===== src/rtl/wfu_pkg.sv =====
// Shared types and constants of the WebSocket frame unmasker.
`default_nettype none

package wfu_pkg;

    localparam int BYTE_W      = 8;
    localparam int OPC_W       = 4;
    localparam int LEN_W       = 7;
    localparam int KEY_BYTES   = 4;
    localparam int KEY_IDX_W   = 2;
    localparam int USER_W      = 7;
    localparam int QUEUE_DEPTH = 4;

    // Length codes at or above this value announce an extended length field.
    localparam logic [LEN_W-1:0] LONG_LEN_MIN = 7'd126;

    typedef enum logic [2:0] {
        PH_HDR1 = 3'd0,
        PH_HDR2 = 3'd1,
        PH_KEY0 = 3'd2,
        PH_KEY1 = 3'd3,
        PH_KEY2 = 3'd4,
        PH_KEY3 = 3'd5,
        PH_DATA = 3'd6
    } phase_t;

    // One classified request on its way from the parser to the output stage.
    typedef struct packed {
        logic [BYTE_W-1:0] raw_byte;
        logic [BYTE_W-1:0] key_byte;
        logic              fin;
        logic [OPC_W-1:0]  opcode;
        logic              no_payload;
        logic              last;
        logic              long_code;
    } entry_t;

endpackage : wfu_pkg

`default_nettype wire


===== src/rtl/wfu_front.sv =====
// Header parser: classifies frame bytes and builds payload requests.
`default_nettype none

module wfu_front
    import wfu_pkg::*;
(
    input  wire logic              clk,
    input  wire logic              rst_n,
    input  wire logic              accept,
    input  wire logic [BYTE_W-1:0] in_byte,
    output logic                   push,
    output entry_t                 entry
);

    phase_t                phase_reg,  phase_next;
    logic [BYTE_W-1:0]     key_reg [KEY_BYTES];
    logic [LEN_W-1:0]      left_reg,   left_next;
    logic [KEY_IDX_W-1:0]  kidx_reg,   kidx_next;
    logic                  masked_reg, masked_next;
    logic                  fin_reg,    fin_next;
    logic [OPC_W-1:0]      opcode_reg, opcode_next;
    logic                  long_reg,   long_next;
    logic [LEN_W-1:0]      left_dec;
    logic                  key_wr;
    logic [KEY_IDX_W-1:0]  key_wr_idx;

    assign left_dec = LEN_W'(left_reg - 7'd1);

    // Next phase.
    always_comb
    begin
        phase_next = phase_reg;
        case (phase_reg)
            PH_HDR2:
            begin
                if (in_byte[BYTE_W-1])
                    phase_next = PH_KEY0;
                else if (in_byte[LEN_W-1:0] == '0)
                    phase_next = PH_HDR1;
                else
                    phase_next = PH_DATA;
            end
            PH_KEY0: phase_next = PH_KEY1;
            PH_KEY1: phase_next = PH_KEY2;
            PH_KEY2: phase_next = PH_KEY3;
            PH_KEY3: phase_next = (left_reg == '0) ? PH_HDR1 : PH_DATA;
            PH_DATA: phase_next = (left_dec == '0) ? PH_HDR1 : PH_DATA;
            default: phase_next = PH_HDR2;
        endcase
    end

    // Header fields, key capture and the request towards the queue.
    always_comb
    begin
        left_next   = left_reg;
        kidx_next   = kidx_reg;
        masked_next = masked_reg;
        fin_next    = fin_reg;
        opcode_next = opcode_reg;
        long_next   = long_reg;
        key_wr      = 1'b0;
        key_wr_idx  = KEY_IDX_W'(phase_reg - PH_KEY0);
        push        = 1'b0;
        entry       = '{raw_byte: '0, key_byte: '0, fin: fin_reg, opcode: opcode_reg,
                        no_payload: 1'b1, last: 1'b1, long_code: long_reg};
        case (phase_reg)
            PH_HDR2:
            begin
                masked_next = in_byte[BYTE_W-1];
                left_next   = in_byte[LEN_W-1:0];
                long_next   = (in_byte[LEN_W-1:0] >= LONG_LEN_MIN);
                kidx_next   = '0;
                push        = !in_byte[BYTE_W-1] && (in_byte[LEN_W-1:0] == '0);
                entry.long_code = long_next;
            end
            PH_KEY0, PH_KEY1, PH_KEY2:
            begin
                key_wr = 1'b1;
            end
            PH_KEY3:
            begin
                key_wr = 1'b1;
                push   = (left_reg == '0);
            end
            PH_DATA:
            begin
                kidx_next        = KEY_IDX_W'(kidx_reg + 2'd1);
                left_next        = left_dec;
                push             = 1'b1;
                entry.raw_byte   = in_byte;
                entry.key_byte   = masked_reg ? key_reg[kidx_reg] : '0;
                entry.no_payload = 1'b0;
                entry.last       = (left_dec == '0);
            end
            default:
            begin
                // First header byte; the reserved bits are ignored.
                fin_next    = in_byte[BYTE_W-1];
                opcode_next = in_byte[OPC_W-1:0];
            end
        endcase
        push = push && accept;
    end

    always_ff @(posedge clk or negedge rst_n)
    begin
        if (!rst_n)
        begin
            phase_reg  <= PH_HDR1;
            left_reg   <= '0;
            kidx_reg   <= '0;
            masked_reg <= 1'b0;
            fin_reg    <= 1'b0;
            opcode_reg <= '0;
            long_reg   <= 1'b0;
            for (int i = 0; i < KEY_BYTES; i++)
                key_reg[i] <= '0;
        end
        else if (accept)
        begin
            phase_reg  <= phase_next;
            left_reg   <= left_next;
            kidx_reg   <= kidx_next;
            masked_reg <= masked_next;
            fin_reg    <= fin_next;
            opcode_reg <= opcode_next;
            long_reg   <= long_next;
            if (key_wr)
                key_reg[key_wr_idx] <= in_byte;
        end
    end

endmodule : wfu_front

`default_nettype wire


===== src/rtl/wfu_queue.sv =====
// Small request queue between the parser and the output stage.
`default_nettype none

module wfu_queue
    import wfu_pkg::*;
#(
    parameter int Depth = QUEUE_DEPTH
)
(
    input  wire logic clk,
    input  wire logic rst_n,
    input  wire logic push,
    input  entry_t    push_entry,
    input  wire logic pop,
    output entry_t    head,
    output logic      full,
    output logic      empty
);

    localparam int PtrW = (Depth > 1) ? $clog2(Depth) : 1;
    localparam int CntW = $clog2(Depth + 1);

    entry_t            slot_reg [Depth];
    logic [PtrW-1:0]   wr_ptr_reg, wr_ptr_next;
    logic [PtrW-1:0]   rd_ptr_reg, rd_ptr_next;
    logic [CntW-1:0]   count_reg,  count_next;
    logic              do_push, do_pop;

    assign full    = (count_reg == CntW'(Depth));
    assign empty   = (count_reg == '0);
    assign do_push = push && !full;
    assign do_pop  = pop && !empty;
    assign head    = slot_reg[rd_ptr_reg];

    always_comb
    begin
        wr_ptr_next = wr_ptr_reg;
        rd_ptr_next = rd_ptr_reg;
        count_next  = count_reg;
        if (do_push)
            wr_ptr_next = (wr_ptr_reg == PtrW'(Depth - 1)) ? '0 : PtrW'(wr_ptr_reg + 1'b1);
        if (do_pop)
            rd_ptr_next = (rd_ptr_reg == PtrW'(Depth - 1)) ? '0 : PtrW'(rd_ptr_reg + 1'b1);
        if (do_push && !do_pop)
            count_next = CntW'(count_reg + 1'b1);
        else if (do_pop && !do_push)
            count_next = CntW'(count_reg - 1'b1);
    end

    always_ff @(posedge clk or negedge rst_n)
    begin
        if (!rst_n)
        begin
            wr_ptr_reg <= '0;
            rd_ptr_reg <= '0;
            count_reg  <= '0;
        end
        else
        begin
            wr_ptr_reg <= wr_ptr_next;
            rd_ptr_reg <= rd_ptr_next;
            count_reg  <= count_next;
        end
    end

    always_ff @(posedge clk)
    begin
        if (do_push)
            slot_reg[wr_ptr_reg] <= push_entry;
    end

endmodule : wfu_queue

`default_nettype wire


===== src/rtl/wfu_back.sv =====
// Output stage: applies the mask key and holds the result for the sink.
`default_nettype none

module wfu_back
    import wfu_pkg::*;
(
    input  wire logic               clk,
    input  wire logic               rst_n,
    input  wire logic               queue_empty,
    input  entry_t                  head,
    output logic                    pop,
    output logic                    m_axis_tvalid,
    input  wire logic               m_axis_tready,
    output logic [BYTE_W-1:0]       m_axis_tdata,
    output logic                    m_axis_tlast,
    output logic [USER_W-1:0]       m_axis_tuser
);

    logic                 valid_reg;
    logic [BYTE_W-1:0]    data_reg;
    logic                 last_reg;
    logic [USER_W-1:0]    user_reg;

    assign pop = !queue_empty && (!valid_reg || m_axis_tready);

    always_ff @(posedge clk or negedge rst_n)
    begin
        if (!rst_n)
            valid_reg <= 1'b0;
        else if (!valid_reg || m_axis_tready)
            valid_reg <= !queue_empty;
    end

    always_ff @(posedge clk)
    begin
        if (pop)
        begin
            data_reg <= head.raw_byte ^ head.key_byte;
            last_reg <= head.last;
            user_reg <= {head.long_code, head.no_payload, head.opcode, head.fin};
        end
    end

    assign m_axis_tvalid = valid_reg;
    assign m_axis_tdata  = data_reg;
    assign m_axis_tlast  = last_reg;
    assign m_axis_tuser  = user_reg;

endmodule : wfu_back

`default_nettype wire


===== src/rtl/websocket_frame_unmasker_unit.sv =====
// Top level of the WebSocket frame deframer and unmasker.
// A payload byte accepted on the slave side is written into the request queue, then moved,
// unmasked, into the output register, which holds it on the master side until the sink takes it.
// Throughput: one byte per cycle, sustained as long as the sink takes one result per cycle.
// Header and key bytes give a result only for an empty frame; the queue absorbs sink stalls.
// Reset (rst_n low, asynchronous) returns the parser to the first header byte and empties
// the queue and the output register; the block is ready in the first cycle after reset.
`default_nettype none

module websocket_frame_unmasker_unit
    import wfu_pkg::*;
#(
    parameter int QueueDepth = QUEUE_DEPTH
)
(
    input  wire logic               clk,
    input  wire logic               rst_n,
    input  wire logic               s_axis_tvalid,
    output logic                    s_axis_tready,
    // [7:0] in_byte
    input  wire logic [BYTE_W-1:0]  s_axis_tdata,
    output logic                    m_axis_tvalid,
    input  wire logic               m_axis_tready,
    // [7:0] out_byte
    output logic [BYTE_W-1:0]       m_axis_tdata,
    // last_of_frame
    output logic                    m_axis_tlast,
    // [0] frame_fin, [4:1] frame_opcode, [5] no_payload, [6] long_length_code
    output logic [USER_W-1:0]       m_axis_tuser
);

    logic   accept;
    logic   push;
    entry_t push_entry;
    entry_t head;
    logic   pop;
    logic   full;
    logic   empty;

    // The parser takes a byte whenever the queue has room, so header and key
    // bytes keep flowing even while a finished result waits at the output.
    assign s_axis_tready = !full;
    assign accept        = s_axis_tvalid && s_axis_tready;

    wfu_front u_front (
        .clk     (clk),
        .rst_n   (rst_n),
        .accept  (accept),
        .in_byte (s_axis_tdata),
        .push    (push),
        .entry   (push_entry)
    );

    // The queue decouples the parser from sink back-pressure.
    wfu_queue #(
        .Depth (QueueDepth)
    ) u_queue (
        .clk        (clk),
        .rst_n      (rst_n),
        .push       (push),
        .push_entry (push_entry),
        .pop        (pop),
        .head       (head),
        .full       (full),
        .empty      (empty)
    );

    // The output stage unmasks the byte and holds it until the sink takes it.
    wfu_back u_back (
        .clk           (clk),
        .rst_n         (rst_n),
        .queue_empty   (empty),
        .head          (head),
        .pop           (pop),
        .m_axis_tvalid (m_axis_tvalid),
        .m_axis_tready (m_axis_tready),
        .m_axis_tdata  (m_axis_tdata),
        .m_axis_tlast  (m_axis_tlast),
        .m_axis_tuser  (m_axis_tuser)
    );

endmodule : websocket_frame_unmasker_unit

`default_nettype wire


===== config.mk =====
export PLATFORM = sky130hd
export DESIGN_NAME = websocket_frame_unmasker_unit
export DESIGN_NICKNAME = d
export VERILOG_FILES = /design/src/rtl/wfu_pkg.sv /design/src/rtl/wfu_front.sv /design/src/rtl/wfu_queue.sv /design/src/rtl/wfu_back.sv /design/src/rtl/websocket_frame_unmasker_unit.sv
export SDC_FILE = /design/constraint.sdc
export NUM_CORES = 1
export LEC_CHECK = 0
export BUFFER_PORTS_ARGS = -buffer_cell sky130_fd_sc_hd__buf_2
export CAP_MARGIN = 20
export CORE_AREA = 3 3 176 178
export DETAILED_ROUTE_END_ITERATION = 10
export DIE_AREA = 0 0 179 181
export HOLD_SLACK_MARGIN = 0.02
export PLACE_DENSITY = 0.42
export REMOVE_ABC_BUFFERS = 1
export SYNTH_ARGS = -nofsm -noshare
export SYNTH_HDL_FRONTEND = slang
export SYNTH_HIERARCHICAL = 1
export SYNTH_SLANG_ARGS = --single-unit

===== constraint.sdc =====
create_clock -name clk -period 5.2 [get_ports clk]
set_input_delay 0.26 -clock clk [delete_from_list [all_inputs] [get_ports clk]]
set_output_delay 0.26 -clock clk [all_outputs]
set_load 0.02 [all_outputs]

# [Yosys cells after proc, flatten, opt, wreduce, memory -nomap -nowiden]
# Memory sizes are Yosys's and may differ from the RTL's.
# Cells that the tools add are included.
[word_totals] memories=1 inputBits=12 elab_cells=96 ff_bits=75 mem_bits_rw=96
[memory_table] memory="u_queue.slot_reg" words=4 width=24 rd=1 rd_clocked_by_memory_dff=0 write_ports=1 line="wfu_queue.sv:23" text="entry_t slot_reg [Depth];"
[op_classes] n_addsub=7 n_bitwise=4 n_lt_le_gt_ge=4 reduce_logical=28 n_eq_ne=9 muxes=25
[ops] op="bitwise mux 32 bit" n=1
[ops] op="2-to-1 mux 8 bit" n=4
[ops] op="logical NOT 7 bit" n=3
[ops] op="2-to-1 mux 3 bit" n=6
[ops] op="one-hot mux 3 bit (6 select lines)" n=1
[ops] op="binary-select mux 8 bit (select 2 bit)" n=1
[ops] op="demux 8 bit (select 2 bit)" n=1
[ops] op="2-to-1 mux 16 bit" n=1
[ops] op="one-hot mux 7 bit (2 select lines)" n=1
[ops] op="equality test 3 bit (second input constant)" n=4
[ops] op="logical AND 1 bit" n=9
[ops] op="AND reduction 2 bit" n=4
[ops] op="bitwise XOR 8 bit" n=1
[ops] op="greater-or-equal comparator 7 bit (second input constant)" n=1
[ops] op="subtractor 7 x 1 -> 7 bit (second input constant)" n=1
[ops] op="adder 2 x 1 -> 2 bit (second input constant)" n=3
[ops] op="equality test 3 x 2 -> 1 bit (second input constant)" n=2
[ops] op="greater-or-equal comparator 3 bit (second input constant)" n=2
[ops] op="logical NOT 1 bit" n=6
[ops] op="2-to-1 mux 2 bit" n=3
[ops] op="inverter 2 -> 3 bit" n=2
[ops] op="OR reduction 6 bit" n=1
[ops] op="equality test 2 bit (second input constant)" n=2
[ops] op="2-to-1 mux 1 bit" n=4
[ops] op="12 further kinds" n=13

# [Longest topological paths before layout]
[depth] depth_word=9 ltp_mapped=14 mapped_depth_nobuf=12

# [Hierarchy]
# The synthesis kept the hierarchy.
[by_module_without_submodules] module="wfu_queue" cells_each=163 area_each_um2=3906.2 n_inst=1
[by_module_without_submodules] module="wfu_front" cells_each=247 area_each_um2=2854.0 n_inst=1
[by_module_without_submodules] module="wfu_back" cells_each=29 area_each_um2=600.6 n_inst=1
[by_module_without_submodules] module="websocket_frame_unmasker_unit" cells_each=2 area_each_um2=10.0 n_inst=1

# [Least setup slack after synthesis]
# OpenSTA, ideal clock, no wires.
[synth_path] kind="flip-flop to flip-flop" from="register u_queue.count_reg[0]" to="register u_queue.count_reg[1]" setup_ps=125 period_less_slack_ps=2709 required_ps=5075 arrival_ps=2584 path_stages_with_launch=13 path_buffers=3 setup_slack_ps=2491 cell_sequence="dfrtp_1 -> nor3b_2 -> nor2b_1 -> clkbuf_2 -> inv_1 -> clkbuf_1 -> a21oi_1 -> nor2b_1 -> buf_2 -> ha_1 -> inv_1 -> fa_1 -> mux2_2"
[synth_rtl] element="start: declaration" line="wfu_queue.sv:26" text="logic [CntW-1:0] count_reg, count_next;"
[synth_rtl] element="start signal: assignment" line="wfu_queue.sv:62" text="count_reg <= count_next;"
[synth_rtl] element="equality test 3 bit" line="wfu_queue.sv:29" text="assign full = (count_reg == CntW'(Depth));"
[synth_rtl] element="net full" line="websocket_frame_unmasker_unit.sv:37" text="logic full;"
[synth_rtl] element="logical NOT 1 bit" line="websocket_frame_unmasker_unit.sv:42" text="assign s_axis_tready = !full;"
[synth_rtl] element="logical AND 1 bit" line="websocket_frame_unmasker_unit.sv:43" text="assign accept = s_axis_tvalid && s_axis_tready;"
[synth_rtl] element="net accept" line="websocket_frame_unmasker_unit.sv:32" text="logic accept;"
[synth_rtl] element="logical AND 1 bit" line="wfu_front.sv:102" text="push = push && accept;"
[synth_rtl] element="net push" line="websocket_frame_unmasker_unit.sv:33" text="logic push;"
[synth_rtl] element="logical AND 1 bit" line="wfu_queue.sv:31" text="assign do_push = push && !full;"
[synth_rtl] element="net u_queue.do_push" line="wfu_queue.sv:27" text="logic do_push, do_pop;"
[synth_rtl] element="logical AND 1 bit" line="wfu_queue.sv:44" text="if (do_push && !do_pop)"
[synth_rtl] element="2-to-1 mux 3 bit" line="wfu_queue.sv:44"
[synth_rtl] element="net u_queue.count_next[1]" line="wfu_queue.sv:26"
# The timed path passes the listed nets, and every way through them passes these cells. The select of a mux whose other input is x is not followed.
# A chain may end at the register's enable or synchronous reset.

# [Worst setup path in the final report]
[layout_path] from="register u_front.phase_reg[1]" to="register u_queue.count_reg[2]"
[layout_via] elab_chain_len=7
[layout_lines] element="start: declaration" line="wfu_front.sv:15" text="phase_t phase_reg, phase_next;"
[layout_lines] element="start signal: assignment" line="wfu_front.sv:121" text="phase_reg <= phase_next;"
[layout_lines] element="equality test 3 bit or equality test 3 x 1 -> 1 bit (tied branches)" line="wfu_front.sv:66" text="case (phase_reg)"
[layout_lines] element="one-hot mux 1 bit (3 select lines) (*)" line="wfu_front.sv:66"
[layout_lines] element="logical AND 1 bit (*)" line="wfu_front.sv:102"
[layout_lines] element="net push" line="websocket_frame_unmasker_unit.sv:33"
[layout_lines] element="logical AND 1 bit (*)" line="wfu_queue.sv:31"
[layout_lines] element="logical NOT 1 bit" line="wfu_queue.sv:46" text="else if (do_pop && !do_push)"
[layout_lines] element="logical AND 1 bit" line="wfu_queue.sv:46"
[layout_lines] element="nonzero test 2 bit (no source line)"
# The timed path passes the listed nets; every way through them passes the cells marked *.

==> flow_summary.rst <==
.. list-table::
   :header-rows: 1

   * - Metric
     - Value
   * - Outcome
     - complete, no violations
   * - X dimension of the die
     - 179 microns
   * - Tightest Pin Transition
     - ~800 ps
   * - Std cell rows
     - 63
   * - Global placer's final weighted congestion
     - between 0.7 and 0.8
   * - Max-capacitance violation count
     - 0
   * - Commonest non-fill, non-tap cells in the layout
     - 112 x edfxtp_1, 59 x dfrtp_1, 33 x mux2_2
   * - Mean cell area of the mapped netlist
     - approximately 17 sq um
   * - Data arrival time of the critical path
     - about 3500 ps
   * - I/O pins
     - 30
   * - Power share of the sequential group
     - about 44%
   * - Maximum ir drop on the vdd rail
     - roughly 0.22 mV
   * - Post-route DRC
     - 0
   * - Combinational cell fraction of total power
     - between 30% and 40%
   * - Cell class contributing the biggest share of worst-path delay
     - simple AND/OR/NAND/NOR gates
   * - RSZ-0062 raised after global routing
     - no
   * - Routed wirelength normalized by instance count
     - roughly 18 microns
   * - Global-route wire length before repair
     - between 20000 and 25000 microns
   * - Number of fill cells
     - between 2000 and 3000
   * - Largest buffer count on any clock path
     - 2
   * - Worst min path class
     - in2reg
   * - Critical-path cell with the highest stage delay
     - dfrtp_1
   * - Critical Path Most Common Cell
     - xor2_1
   * - Detailed Route WL
     - 16000 microns
   * - Clock-pin slew reported for the worst setup and hold paths after clock tree synthesis
     - roughly 70 ps
   * - Number of gates given a new drive strength after cts
     - 0
   * - Worst endpoint required time
     - roughly 5600 ps
   * - Synthesis Warnings
     - 6
   * - # hold bufs at CTS
     - 2
   * - Kind of launch point of the worst setup path
     - register
   * - Number of flops mapped to enable cells by yosys
     - around 110
   * - Count of input and output buffers
     - 29
   * - Net load switching power
     - 1.61 mW
   * - Ant. Diodes
     - 0
   * - Period utilization
     - around three fifths
   * - Netlist Area Pre-Place
     - ~7400 sq um
   * - Most instantiated flip-flop cell in the synthesis netlist
     - edfxtp_1
   * - Die height
     - approximately 180 microns
   * - Leak Pwr
     - 3.09 nW
   * - Post-synthesis share of cell area spent on and, or, nand and nor gates
     - slightly above 7%
   * - Clk root buf
     - clkbuf_16
   * - Post-synthesis sequential area ratio
     - between 60% and 70%
   * - Hold WS
     - 219 ps
   * - Area of the core
     - between 20000 and 30000 sq um
   * - Synth Register Bits
     - about 170
   * - Number of buffers and inverters on the critical path
     - 3
   * - Biggest cell delay along the critical path
     - 690 ps
   * - Number of global-route vias before repair
     - roughly 4200
   * - Areal power density over the cells
     - 580 nW/um^2
   * - Headroom to the max-slew limit
     - around 48%
   * - Die area
     - between 30000 and 40000 sq um
   * - Overall Global Routing Usage
     - approximately a tenth
   * - Largest register FFs
     - 96
   * - CP cell instances
     - and3b_1 -> buf_4 -> inv_2 -> a21oi_1 -> nor2b_1 -> ha_1 -> inv_1 -> fa_1 -> xor2_1 -> nor2_1 -> xor2_1
   * - Clock tree from TritonCTS
     - built
   * - Post-Route Utilization
     - between 20% and 30%
   * - Max frequency
     - 0.315 GHz
   * - Unique cell type count in the Yosys netlist
     - 58
   * - Number of search-and-repair iterations in the first detailed-routing pass
     - 4
   * - H-tree depth
     - 4
   * - Number of endpoints with negative hold slack in the final report
     - 0
   * - Compound-gate portion of the synthesized area
     - 3.99%
   * - Share of layout cells above drive strength 1
     - between 30 and 40%
   * - Starting utilization of the core area
     - 24.9%
   * - Final setup violation count
     - 0
   * - Drt first-iter violations
     - approximately 200
   * - Via-per-instance ratio
     - 4.43
   * - TritonCTS buffer count
     - 17
   * - Switching part of the total
     - about 33%
   * - Multiplexer area fraction after synthesis
     - 17.1%
   * - Clock latency at the later pin of the worst-skew pair
     - ~420 ps
   * - CP Class
     - reg2reg
   * - Synth Area in Adders
     - approximately 1.8%
   * - Cell-internal power
     - 3.35 mW
   * - Dpl ws
     - roughly 2000 ps
   * - Largest fanout of any net on the critical path
     - 25
   * - Pin count of the biggest net entering global routing
     - 60
   * - Number of pins exceeding their max-slew limit in the final report
     - 0
   * - Maximum clock skew at final layout
     - just over 9 ps
   * - Final min period
     - roughly 3200 ps
   * - Commonest non-fill, non-tap cell in the layout
     - edfxtp_1
   * - Net total in the final layout
     - around 500
   * - Post-synthesis xor/xnor area fraction
     - under 10%
   * - DP Wirelength
     - ~10000 microns
   * - Async set-reset flop share out of synthesis
     - approximately a third
   * - Buffers inserted by post-CTS timing repair
     - 0
   * - Final Worst Setup Slack
     - roughly 2000 ps
   * - Routed Antenna Nets
     - 0
   * - Setup crit end kind
     - register
   * - Standard cell area after detailed placement
     - approximately 7900 sq um
   * - Clk sink count
     - 171
   * - Total grt overflow
     - 0
   * - Number of instances in the synthesized netlist
     - between 400 and 500
   * - Accumulated negative setup slack
     - 0 ps
   * - Clock share of power
     - 25.5%
   * - Number of antenna violations at the first check in global routing
     - 0
   * - Area growth from synthesis to final layout
     - 16.0%
   * - Final Instance Area
     - between 8000 and 9000 sq um
   * - Largest family of logic cells by synthesized area
     - multiplexers
   * - Overall via count from detail_route
     - 3877
power by group through the flow:
stage	Clock, mW	Sequential, mW	Combinational, mW
after floorplan	0	2.27	0.968
after global placement	0	2.19	1.53
after detailed placement	0	2.22	1.55
after CTS	1.31	2.19	1.56
after global routing	1.36	2.24	1.66
final	1.26	2.18	1.51
path summary, 6_finish.rpt:
path                       slack, ps  cells past startpoint                     to            startpoint
setup / recovery                2020                     11   u_queue/count_reg[2]  u_front/phase_reg[1]
hold reg to reg                  510                      1    u_front/key_reg[13]   u_front/key_reg[13]
hold / removal                   220                      2     u_front/key_reg[2]       s_axis_tdata[2]
min in group asynchronous        520                      3  u_queue/rd_ptr_reg[0]                 rst_n
setup reg to reg                2020                     11   u_queue/count_reg[2]  u_front/phase_reg[1]
max in group asynchronous       4150                      3   u_front/phase_reg[0]                 rst_n
synthesized netlist by cell type (2+ instances only):
library cell / number / area, sq um
edfxtp_1: 112 / 3360
dfrtp_1: 59 / 1480
mux2_2: 33 / 372
mux4_2: 32 / 721
nor2_1: 13 / 48.8
and2_1: 12 / 75.1
clkbuf_1: 11 / 41.3
inv_1: 11 / 41.3
mux2_4: 10 / 150
nand2_1: 10 / 37.5
xor2_1: 10 / 87.6
and3_1: 9 / 56.3
ha_1: 9 / 113
buf_2: 8 / 40.0
o21ai_0: 8 / 40.0
a21oi_1: 7 / 35.0
nor3_1: 7 / 35.0
buf_4: 6 / 45.0
nand3_1: 6 / 30.0
xnor2_1: 5 / 43.8
a21o_1: 4 / 30.0
nand4_1: 4 / 25.0
nand2b_1: 3 / 18.8
nand4b_1: 3 / 26.3
nor4_1: 3 / 18.8
a2bb2oi_1: 2 / 17.5
a31oi_1: 2 / 12.5
and3b_1: 2 / 17.5
buf_1: 2 / 7.51
inv_2: 2 / 7.51
mux2i_1: 2 / 20.0
nor2b_1: 2 / 12.5
nor3b_2: 2 / 25.0
o21a_1: 2 / 15.0
o21ai_1: 2 / 10.0
o21ai_2: 2 / 17.5
o22a_1: 2 / 17.5
or3_1: 2 / 12.5
cells by family after synthesis:
family	Yosys count
DFF	171
and+or+nand+nor	85
muxes	77
AOI/OAI and AO/OA	42
buffers and inverters	41
xor gates and xnor gates	15
adders and majority gates	10
metal layers:
metal / up-vias / wire length (microns) / global-route usage [%]
li1: 1752 / - / -
met1: 2059 / 7240 / 13.4
met2: 51 / 8280 / 17.4
met3: 15 / 330 / 1.95
met4: 0 / 186 / 3.40
met5: - / 0 / 0
worst register-to-register path, cell delays in order, from the launching register on:
cell     delay [ps]
dfrtp_1         690
and3b_1         230
buf_4           270
inv_2           160
a21oi_1         170
nor2b_1         460
ha_1            270
inv_1            60
fa_1            370
xor2_1          150
nor2_1          110
xor2_1          150
per-stage QoR:
stage,power [mW],instances
after floorplan,3.24,413
after CTS,5.06,876
after global routing,5.26,876
final,4.96,876
after detailed placement,3.77,842
after global placement,3.73,842
cell type report:
cell class                 instances  area (sq um)  area share (%)
clock buffer                      18           429            5.02
clock inverter                    14           160            1.87
inverter                          13          48.8           0.571
multi-input combinational        229          2340            27.4
sequential                       171          4840            56.6
tap                              390           488            5.71
timing repair buffer              41           240            2.81
(Power assumes the default switching activity.)
